## src/rtl/core/utf8v_pkg.sv

```systemverilog
// ----------------------------------------------------------------------------
// utf8v_pkg
// Shared types and constants of the UTF-8 stream validator.
// ----------------------------------------------------------------------------
package utf8v_pkg;

  localparam int unsigned MaxBytes = 65536;
  localparam int unsigned CntW     = 17;
  localparam int unsigned TdataInW = 8;
  localparam int unsigned TdataOutW = 40;
  localparam int unsigned TuserOutW = 3;

  localparam logic [CntW-1:0] MaxCnt = CntW'(MaxBytes);

  typedef enum logic [2:0] {
    ST_RUNNING = 3'd0,
    ST_VALID   = 3'd1,
    ST_NUL     = 3'd2,
    ST_INVALID = 3'd3,
    ST_SKIPPED = 3'd4
  } status_e;

  typedef enum logic [2:0] {
    RULE_NORMAL = 3'd0,
    RULE_AFTER_E0 = 3'd1,
    RULE_AFTER_ED = 3'd2,
    RULE_AFTER_F0 = 3'd3,
    RULE_AFTER_F4 = 3'd4
  } rule_e;

  typedef struct packed {
    logic [CntW-1:0] pos;
    logic [CntW-1:0] chars;
    logic [CntW-1:0] lead;
    logic [1:0]      pending;
    rule_e           rule;
    logic            stopped;
  } state_t;

  typedef struct packed {
    status_e         status;
    logic [CntW-1:0] char_count;
    logic [CntW-1:0] end_offset;
  } result_t;

  localparam state_t StateClear = '{
    pos: '0, chars: '0, lead: '0, pending: 2'd0, rule: RULE_NORMAL, stopped: 1'b0
  };

endpackage

```

## src/rtl/core/utf8_stream_validator_core.sv

```systemverilog
// ----------------------------------------------------------------------------
// utf8_stream_validator_core
// UTF-8 (RFC 3629) stream checker, one byte per beat.
//
// Input stream: one string byte per beat in s_axis_tdata, s_axis_tlast on the
// final byte of a buffer. Output stream: one result beat per input beat,
// status in m_axis_tuser, character count and end offset in m_axis_tdata.
// An accepted input beat sits in the input register, and its result beat
// is then moved into the result register, from which it is presented.
// Throughput is one byte per cycle as long as the receiver takes each
// result beat; the per-byte check and the state update are combinational
// logic that sits between those two registers.
// When the receiver stalls, the result register holds its beat and the
// input register refills once; s_axis_tready then drops until the result
// is taken. Reset clears all validator state and empties both registers,
// so the next byte starts a fresh buffer. A buffer's state also clears
// after its last byte.
// ----------------------------------------------------------------------------
module utf8_stream_validator_core (
  input  logic                               clk_i,
  input  logic                               rst_ni,
  input  logic                               s_axis_tvalid,
  output logic                               s_axis_tready,
  input  logic [utf8v_pkg::TdataInW-1:0]     s_axis_tdata,   // [7:0] data_byte
  input  logic                               s_axis_tlast,   // last_byte
  output logic                               m_axis_tvalid,
  input  logic                               m_axis_tready,
  output logic [utf8v_pkg::TdataOutW-1:0]    m_axis_tdata,   // [16:0] char_count,
                                                             // [33:17] end_offset
  output logic [utf8v_pkg::TuserOutW-1:0]    m_axis_tuser    // [2:0] status
);

  logic                 in_valid_q;
  logic [7:0]           in_byte_q;
  logic                 in_last_q;
  logic                 out_valid_q;
  utf8v_pkg::result_t   out_q;
  utf8v_pkg::result_t   res_d;
  utf8v_pkg::state_t    state_q;
  utf8v_pkg::state_t    state_d;
  logic                 out_free;
  logic                 advance;

  assign out_free      = !out_valid_q || m_axis_tready;
  assign advance       = in_valid_q && out_free;
  assign s_axis_tready = !in_valid_q || out_free;

  utf8v_step u_step (
    .state_i     (state_q),
    .data_byte_i (in_byte_q),
    .last_byte_i (in_last_q),
    .state_o     (state_d),
    .result_o    (res_d)
  );

  always_ff @(posedge clk_i or negedge rst_ni) begin
    if (!rst_ni) begin
      in_valid_q  <= 1'b0;
      out_valid_q <= 1'b0;
      state_q     <= utf8v_pkg::StateClear;
    end else begin
      if (s_axis_tready) begin
        in_valid_q <= s_axis_tvalid;
      end
      if (out_free) begin
        out_valid_q <= in_valid_q;
      end
      if (advance) begin
        state_q <= state_d;
      end
    end
  end

  always_ff @(posedge clk_i) begin
    if (s_axis_tready && s_axis_tvalid) begin
      in_byte_q <= s_axis_tdata;
      in_last_q <= s_axis_tlast;
    end
    if (advance) begin
      out_q <= res_d;
    end
  end

  assign m_axis_tvalid = out_valid_q;
  assign m_axis_tuser  = out_q.status;
  assign m_axis_tdata  = {6'b0, out_q.end_offset, out_q.char_count};

endmodule

```

## src/rtl/core/utf8v_step.sv

```systemverilog
// ----------------------------------------------------------------------------
// utf8v_step
// Next-state and result logic for one byte of the validator.
// ----------------------------------------------------------------------------
module utf8v_step (
  input  utf8v_pkg::state_t  state_i,
  input  logic [7:0]         data_byte_i,
  input  logic               last_byte_i,
  output utf8v_pkg::state_t  state_o,
  output utf8v_pkg::result_t result_o
);

  function automatic logic [utf8v_pkg::CntW-1:0] sat_inc(
    input logic [utf8v_pkg::CntW-1:0] v
  );
    logic [utf8v_pkg::CntW-1:0] r;
    r = (v >= utf8v_pkg::MaxCnt) ? utf8v_pkg::MaxCnt : v + 1'b1;
    return r;
  endfunction

  function automatic logic cont_ok(input logic [7:0] b, input utf8v_pkg::rule_e rule);
    logic ok;
    case (rule)
      utf8v_pkg::RULE_AFTER_E0: ok = (b[7:5] == 3'b101);
      utf8v_pkg::RULE_AFTER_ED: ok = (b[7:5] == 3'b100);
      utf8v_pkg::RULE_AFTER_F0: ok = (b[7:6] == 2'b10) && (b[5:4] != 2'b00);
      utf8v_pkg::RULE_AFTER_F4: ok = (b[7:4] == 4'b1000);
      default:                  ok = (b[7:6] == 2'b10);
    endcase
    return ok;
  endfunction

  logic                         halt;
  utf8v_pkg::status_e           halt_status;
  logic [utf8v_pkg::CntW-1:0]   halt_off;
  utf8v_pkg::state_t            nxt;

  always_comb begin
    nxt         = state_i;
    halt        = 1'b0;
    halt_status = utf8v_pkg::ST_INVALID;
    halt_off    = state_i.pos;
    result_o    = '{status: utf8v_pkg::ST_RUNNING, char_count: state_i.chars, end_offset: '0};

    if (state_i.stopped) begin
      result_o = '{status: utf8v_pkg::ST_SKIPPED, char_count: state_i.chars,
                   end_offset: state_i.lead};
      if (last_byte_i) begin
        nxt = utf8v_pkg::StateClear;
      end
    end else begin
      nxt.pos = sat_inc(state_i.pos);
      if (state_i.pending == 2'd0) begin
        if (data_byte_i == 8'h00) begin
          halt        = 1'b1;
          halt_status = utf8v_pkg::ST_NUL;
        end else if (!data_byte_i[7]) begin
          nxt.chars = sat_inc(state_i.chars);
        end else if (data_byte_i < 8'hc2 || data_byte_i >= 8'hf5) begin
          halt = 1'b1;
        end else begin
          nxt.lead = state_i.pos;
          if (data_byte_i < 8'he0) begin
            nxt.pending = 2'd1;
            nxt.rule    = utf8v_pkg::RULE_NORMAL;
          end else if (data_byte_i < 8'hf0) begin
            nxt.pending = 2'd2;
            nxt.rule    = (data_byte_i[3:0] == 4'h0) ? utf8v_pkg::RULE_AFTER_E0 :
                          (data_byte_i[3:0] == 4'hd) ? utf8v_pkg::RULE_AFTER_ED :
                                                       utf8v_pkg::RULE_NORMAL;
          end else begin
            nxt.pending = 2'd3;
            nxt.rule    = (data_byte_i[2:0] == 3'd0) ? utf8v_pkg::RULE_AFTER_F0 :
                          (data_byte_i[2:0] == 3'd4) ? utf8v_pkg::RULE_AFTER_F4 :
                                                       utf8v_pkg::RULE_NORMAL;
          end
        end
      end else begin
        if (!cont_ok(data_byte_i, state_i.rule)) begin
          halt     = 1'b1;
          halt_off = state_i.lead;
        end else begin
          nxt.pending = state_i.pending - 2'd1;
          nxt.rule    = utf8v_pkg::RULE_NORMAL;
          if (state_i.pending == 2'd1) begin
            nxt.chars = sat_inc(state_i.chars);
          end
        end
      end

      if (halt) begin
        result_o = '{status: halt_status, char_count: state_i.chars, end_offset: halt_off};
        if (last_byte_i) begin
          nxt = utf8v_pkg::StateClear;
        end else begin
          nxt.stopped = 1'b1;
          nxt.lead    = halt_off;
          nxt.pending = 2'd0;
          nxt.rule    = utf8v_pkg::RULE_NORMAL;
          nxt.chars   = state_i.chars;
        end
      end else if (last_byte_i) begin
        if (nxt.pending != 2'd0) begin
          result_o = '{status: utf8v_pkg::ST_INVALID, char_count: nxt.chars,
                       end_offset: nxt.lead};
        end else begin
          result_o = '{status: utf8v_pkg::ST_VALID, char_count: nxt.chars,
                       end_offset: nxt.pos};
        end
        nxt = utf8v_pkg::StateClear;
      end else begin
        result_o = '{status: utf8v_pkg::ST_RUNNING, char_count: nxt.chars, end_offset: '0};
      end
    end
  end

  assign state_o = nxt;

endmodule

```

## config.mk

```make
export PLATFORM = sky130hd
export DESIGN_NAME = utf8_stream_validator_core
export DESIGN_NICKNAME = d
export VERILOG_FILES = /design/src/rtl/core/utf8v_pkg.sv /design/src/rtl/core/utf8_stream_validator_core.sv /design/src/rtl/core/utf8v_step.sv
export SDC_FILE = /design/constraint.sdc
export NUM_CORES = 1
export LEC_CHECK = 0
export BUFFER_PORTS_ARGS = -buffer_cell sky130_fd_sc_hd__buf_2
export CAP_MARGIN = 40
export CORE_UTILIZATION = 42
export DETAILED_ROUTE_END_ITERATION = 16
export SLEW_MARGIN = 20
export SYNTH_ARGS = -nofsm -noshare
export SYNTH_HDL_FRONTEND = slang
export SYNTH_SLANG_ARGS = --single-unit
```

## constraint.sdc

```tcl
create_clock -name clk_i -period 2.7 [get_ports clk_i]
set_input_delay 0.27 -clock clk_i [delete_from_list [all_inputs] [get_ports clk_i]]
set_output_delay 0.27 -clock clk_i [all_outputs]
set_load 0.05 [all_outputs]
```

=== Word level (Yosys, flattened, before mapping) ===
Cells that the tools add are included.

* Register bits after elaboration: 105
* Bits of input ports: 13
* Output and inout bits: 45

* Add/sub/neg operators: 3
* Magnitude comparators: 6
* Equality and inequality tests: 16
* Muxes and demuxes: 42
* Reduce and logical (&&, ||, !) cells: 18

{| class="wikitable"
|+ Operator list
! operator !! count
|-
| $mux W57 || 4
|-
| $mux W17 || 10
|-
| $mux W36 || 2
|-
| $mux W22 || 2
|-
| $mux W40 || 1
|-
| $mux W39 || 1
|-
| $mux W37 || 1
|-
| $add A17 B1 Y17 const B || 2
|-
| $ge A17 B17 Y1 const B || 2
|-
| $mux W34 || 1
|-
| $lt A8 B8 Y1 const B || 3
|-
| $mux W5 || 4
|-
| $eq A3 B3 Y1 const B || 4
|-
| $mux W3 || 4
|-
| $ne A4 B4 Y1 const B || 3
|-
| $mux W1 || 9
|-
| $eq A4 B4 Y1 const B || 2
|-
| $ge A8 B8 Y1 const B || 1
|-
| $logic_not A8 Y1 || 1
|-
| $eq A3 B2 Y1 const B || 2
|-
| $reduce_and A6 Y1 || 1
|-
| $logic_not A4 Y1 || 1
|-
| $mux W4 || 1
|-
| $ne A2 B2 Y1 const B || 2
|-
| other kinds (15) || 21
|}

=== Longest topological paths before layout ===
* Depth after elaboration: 15
* Mapped depth: 11
* Mapped depth without buffers: 8

=== Cells and area by module ===
A second synthesis with hierarchy kept.

* Cells, all modules: 694
* Area total of the unflattened synthesis: 6809.0 sq um

{| class="wikitable"
|+ By module, submodules not included
! module !! instances !! cells an instance !! area an instance (sq um) !! sequential area each (sq um)
|-
| utf8_stream_validator_core || 1 || 182 || 3718.6 || 2857.7
|-
| utf8v_step || 1 || 512 || 3090.5 || 0.0
|}

=== Worst setup path before layout ===
Ideal clock, no wire load.

* Path kind: flip-flop to flip-flop
* Start: reg out_valid_q (netlist: m_axis_tvalid)
* End: reg state_q[1] in the netlist's numbering
* Library setup time: 83 ps
* Data arrival time: 2633 ps
* Data required time: 2617 ps
* Setup slack: -15 ps
* Cell stages (with the launch flop): 7
* Buffers on the path: 0
* Cells stage by stage: dfrtp_1 nand2b_1 nand2_1 inv_1 o21ai_1 or4_1 o21ai_0

* Word-level cells in the longest chain between the ends: 4

{| class="wikitable"
|+ RTL lines
! item !! line !! RTL
|-
| from (decl) || utf8_stream_validator_core.sv:36 || <nowiki>logic out_valid_q;</nowiki>
|-
| from (signal assigned) || utf8_stream_validator_core.sv:66 || <nowiki>out_valid_q <= in_valid_q;</nowiki>
|-
| $logic_not A1 Y1 || utf8_stream_validator_core.sv:44 || <nowiki>assign out_free = !out_valid_q || m_axis_tready;</nowiki>
|-
| $logic_or A1 B1 Y1 || utf8_stream_validator_core.sv:44 ||
|-
| $logic_and A1 B1 Y1 || utf8_stream_validator_core.sv:45 || <nowiki>assign advance = in_valid_q && out_free;</nowiki>
|-
| via advance || utf8_stream_validator_core.sv:42 || <nowiki>logic advance;</nowiki>
|-
| $reduce_and A6 Y1 (no line) || - ||
|-
| to (signal assigned) || utf8_stream_validator_core.sv:60 || <nowiki>state_q <= utf8v_pkg::StateClear;</nowiki>
|-
| to (signal assigned) || utf8_stream_validator_core.sv:69 || <nowiki>state_q <= state_d;</nowiki>
|-
| to (decl) || utf8_stream_validator_core.sv:39 || <nowiki>utf8v_pkg::state_t state_q;</nowiki>
|}

The timed path passes the listed nets, and every way through them passes these cells.
A chain may end at the register's enable or synchronous reset.

==> run metrics <==
clk root buf=clkbuf_16; post-route ant nets=0; CP max-delay cell=or4_4; fin cells=850; CORE AREA=0.01399 mm^2; worst hold-check path type=in2reg; total negative setup slack=0 ns; Bufs on Longest Clock Path=2; RSZ-0062 raised after global routing=no; Max Transition Viols Final=0; worst endpoint required time=2.93 ns; Final HPWL DP=10.84 mm; largest family of logic cells by synthesized area=compound AO/OA/AOI/OAI gates; CP Class=reg2reg; Commonest cells post-synth=dfrtp_1, edfxtp_1, nand2_1, clkbuf_1, nand3_1; grt ovf=0; Unique masters post-synth=65; CTS clk-pin slew, worst paths=0.07 ns; Total Wirelength=16.56 mm; cell chain of the critical path=or4_4, o41a_1, or2_0, buf_12, and3_1, o21ai_0, a22o_1; routed vias=5268; IR drop worst, VDD=0.3969 mV; Hold WS=0.08211 ns; CTS buffer count=9; 1st-iter DRT viols=613; crit-path max FO=18; Simple-Gate Fraction of Synth Area=0.1572; first-pass GRT wire length=26.81 mm; Primary FF master, synth=dfrtp_1; XOR/XNOR Fraction of Synth Area=0.02022; largest area contributor in the netlist=dfrtp_1; Mapped Area=0.006063 mm^2; Max-slew headroom=0.4850; asr flop ratio synth=0.5619; Critical Path Start Type=flop; LEAKAGE=2.838 nW; post-synthesis adder-cell area fraction=0.01238; Worst path top cell family by delay=simple AND/OR/NAND/NOR gates; area delta synth->final=16.30%; die area=0.01492 mm^2; antenna violations before repair=0; max cap viols=0; Largest stage delay, worst path=0.59 ns; post-synthesis mux area share=0.04643; vias in the first global route=5103; CP arrival=2.80 ns; DRC=0; share of layout cells above drive strength 1=0.2149; I/O pin total=58; Setup Viol. Count Final=0; Starting Density=0.4335; Buffers on Ports=51; Peak Freq=388.9 MHz; Crit. End Element=flop; Avg Inst Size Synth=9.907 um^2; Area contributors post-synth=dfrtp_1, edfxtp_1, a22o_1; Synth Area in Compound Gates=0.2309; largest net degree at the start of global routing=39; DRT Pass-1 Iters=5; outcome=finished clean; GP Congestion=0.8597; final hold violation count=0; P per Cell Area=668.8 mW/mm^2; sequential area share after synthesis=0.4713; die height=122.2 um; die span in x=122.2 um; Design Power=4.716 mW; crit path time final=2.571 ns; Bufs and invs on worst path=1; Post-Synthesis Cells=612; ant diodes=0; H-tree Lvls=3; Post-synth EDFFs=46; clock skew=0.01115 ns; fin crit share=0.9523; #FFs+latches synth=105; clk sinks=105; most common cell in the synthesized netlist=dfrtp_1; Site Rows=43; DR vias/cell=6.198; Clk Latency, worst-skew pair=0.36 ns; Avg WL per Cell=19.48 um; Placed Cells=833; Ys Warns=0; Total GRT Usage=0.2360; CTS tree=yes; post-synth top area share=0.2435; Final #Nets=684; Tightest Pin Transition=0.7725 ns
[per-stage QoR]
stage,setup slack (ns),util,cell area [um^2]
6_report,0.1287,0.5041,7052
3_5_place_dp,0.1637,0.4812,6731
5_1_grt,0.004385,0.5041,7052
2_1_floorplan,0.1704,-,6086
4_1_cts,0.1415,0.5029,7034
3_3_place_gp,0.1912,0.4809,6726
[per-layer routing]
layer	up-vias	share of wire	global-route usage
li1	2442	-	-
met5	-	0	0
met3	29	0.073	0.04916
met4	0	0.019	0.09223
met1	2560	0.43	0.3107
met2	237	0.48	0.3796
[power by group]
part	internal, mW	leakage, nW	switching [mW]
clock network	0.704	0.140	0.592
logic	0.467	1.43	1.10
registers	1.78	1.27	0.0665
[cell usage in the layout (no fill, tap or decap), types with 4 or more instances in the layout]
cell       netlist  final
and2_1           5      5
dfrtp_1         59     59
nand3b_1         4      4
a21o_1           4      4
o21ai_1          6      6
a31oi_1          9      9
o22ai_1          8      7
nor2_1          34     34
a211oi_1        12     12
o31ai_1          7      7
nor3_1          12     10
o211ai_1         6      6
mux2i_1          9      9
and3_1           9      9
nor4_1           5      5
inv_1           27     26
clkbuf_16        0     10
edfxtp_1        46     46
o21a_1           4      4
buf_2           10     52
nand3_1         35     35
mux2_2          17     17
a22oi_1         17     17
and4_1           4      4
o311ai_0        12     12
o2111ai_1       18     17
nand4_1         15     15
conb_1           1      6
buf_4            7     36
buf_12           0      7
xnor2_1         11     11
a22o_1          30     30
ha_1             6      6
a21oi_1         21     20
o21ai_0         19     19
nand2b_1         7      7
nand2_1         39     39
[layout make-up]
class	count	area, um^2
clock buffers	12	267.8
repair buffers	96	680.7
well taps	180	225.2
flip-flops and latches	105	2858
inverters	27	105.1
fillers	1273	6937
multi-input cells	426	2890
clock inverters	4	25.02
[what timing repair did]
| item | in CTS | in global routing |
|---|---|---|
| endpoints found under the hold margin | 25 | 0 |
| setup endpoints to repair | 0 | 5 |
| hold buffers | 1 | 0 |
| setup buffers | 0 | 0 |
| gates resized for setup | 0 | 3 |
[worst reg2reg max path: cells and delay by family (launching register included)]
kind            cells  cell delay [ns]
flops               1             0.39
compound gates      3             0.75
simple gates        3             1.13
buf+inv             1             0.18
[flip-flops by register name, summed over array words and instances, names as in the netlist]
name and cells:
in_last_q 1, m_axis_tvalid 1, m_axis_tdata 34, in_valid_q 1, state_q 57, in_byte_q 8
m_axis_tuser 3
[path summary, 6_finish.rpt]
path | startpoint | endpoint | slack [ns] | cells after the start
worst max-delay path | in_byte_q[4] | m_axis_tdata[5] | 0.13 | 7
worst min-delay path | s_axis_tdata[4] | in_byte_q[4] | 0.08 | 1
worst max register to register | in_byte_q[4] | m_axis_tdata[5] | 0.13 | 7
worst min register to register | state_q[4] | state_q[4] | 0.53 | 2
max in group asynchronous | rst_ni | state_q[54] | 1.46 | 3
min in group asynchronous | rst_ni | state_q[3] | 0.50 | 2
[cells by family after synthesis]
kind of cell             Yosys count
adder cells (fa/ha/maj)            6
other                              1
AO/OA/AOI/OAI                    190
AND/OR/NAND/NOR                  184
flip-flops                       105
buffers and inverters             86
multiplexers                      26
XOR/XNOR                          14
No activity file was read; power rests on OpenSTA's default activity.
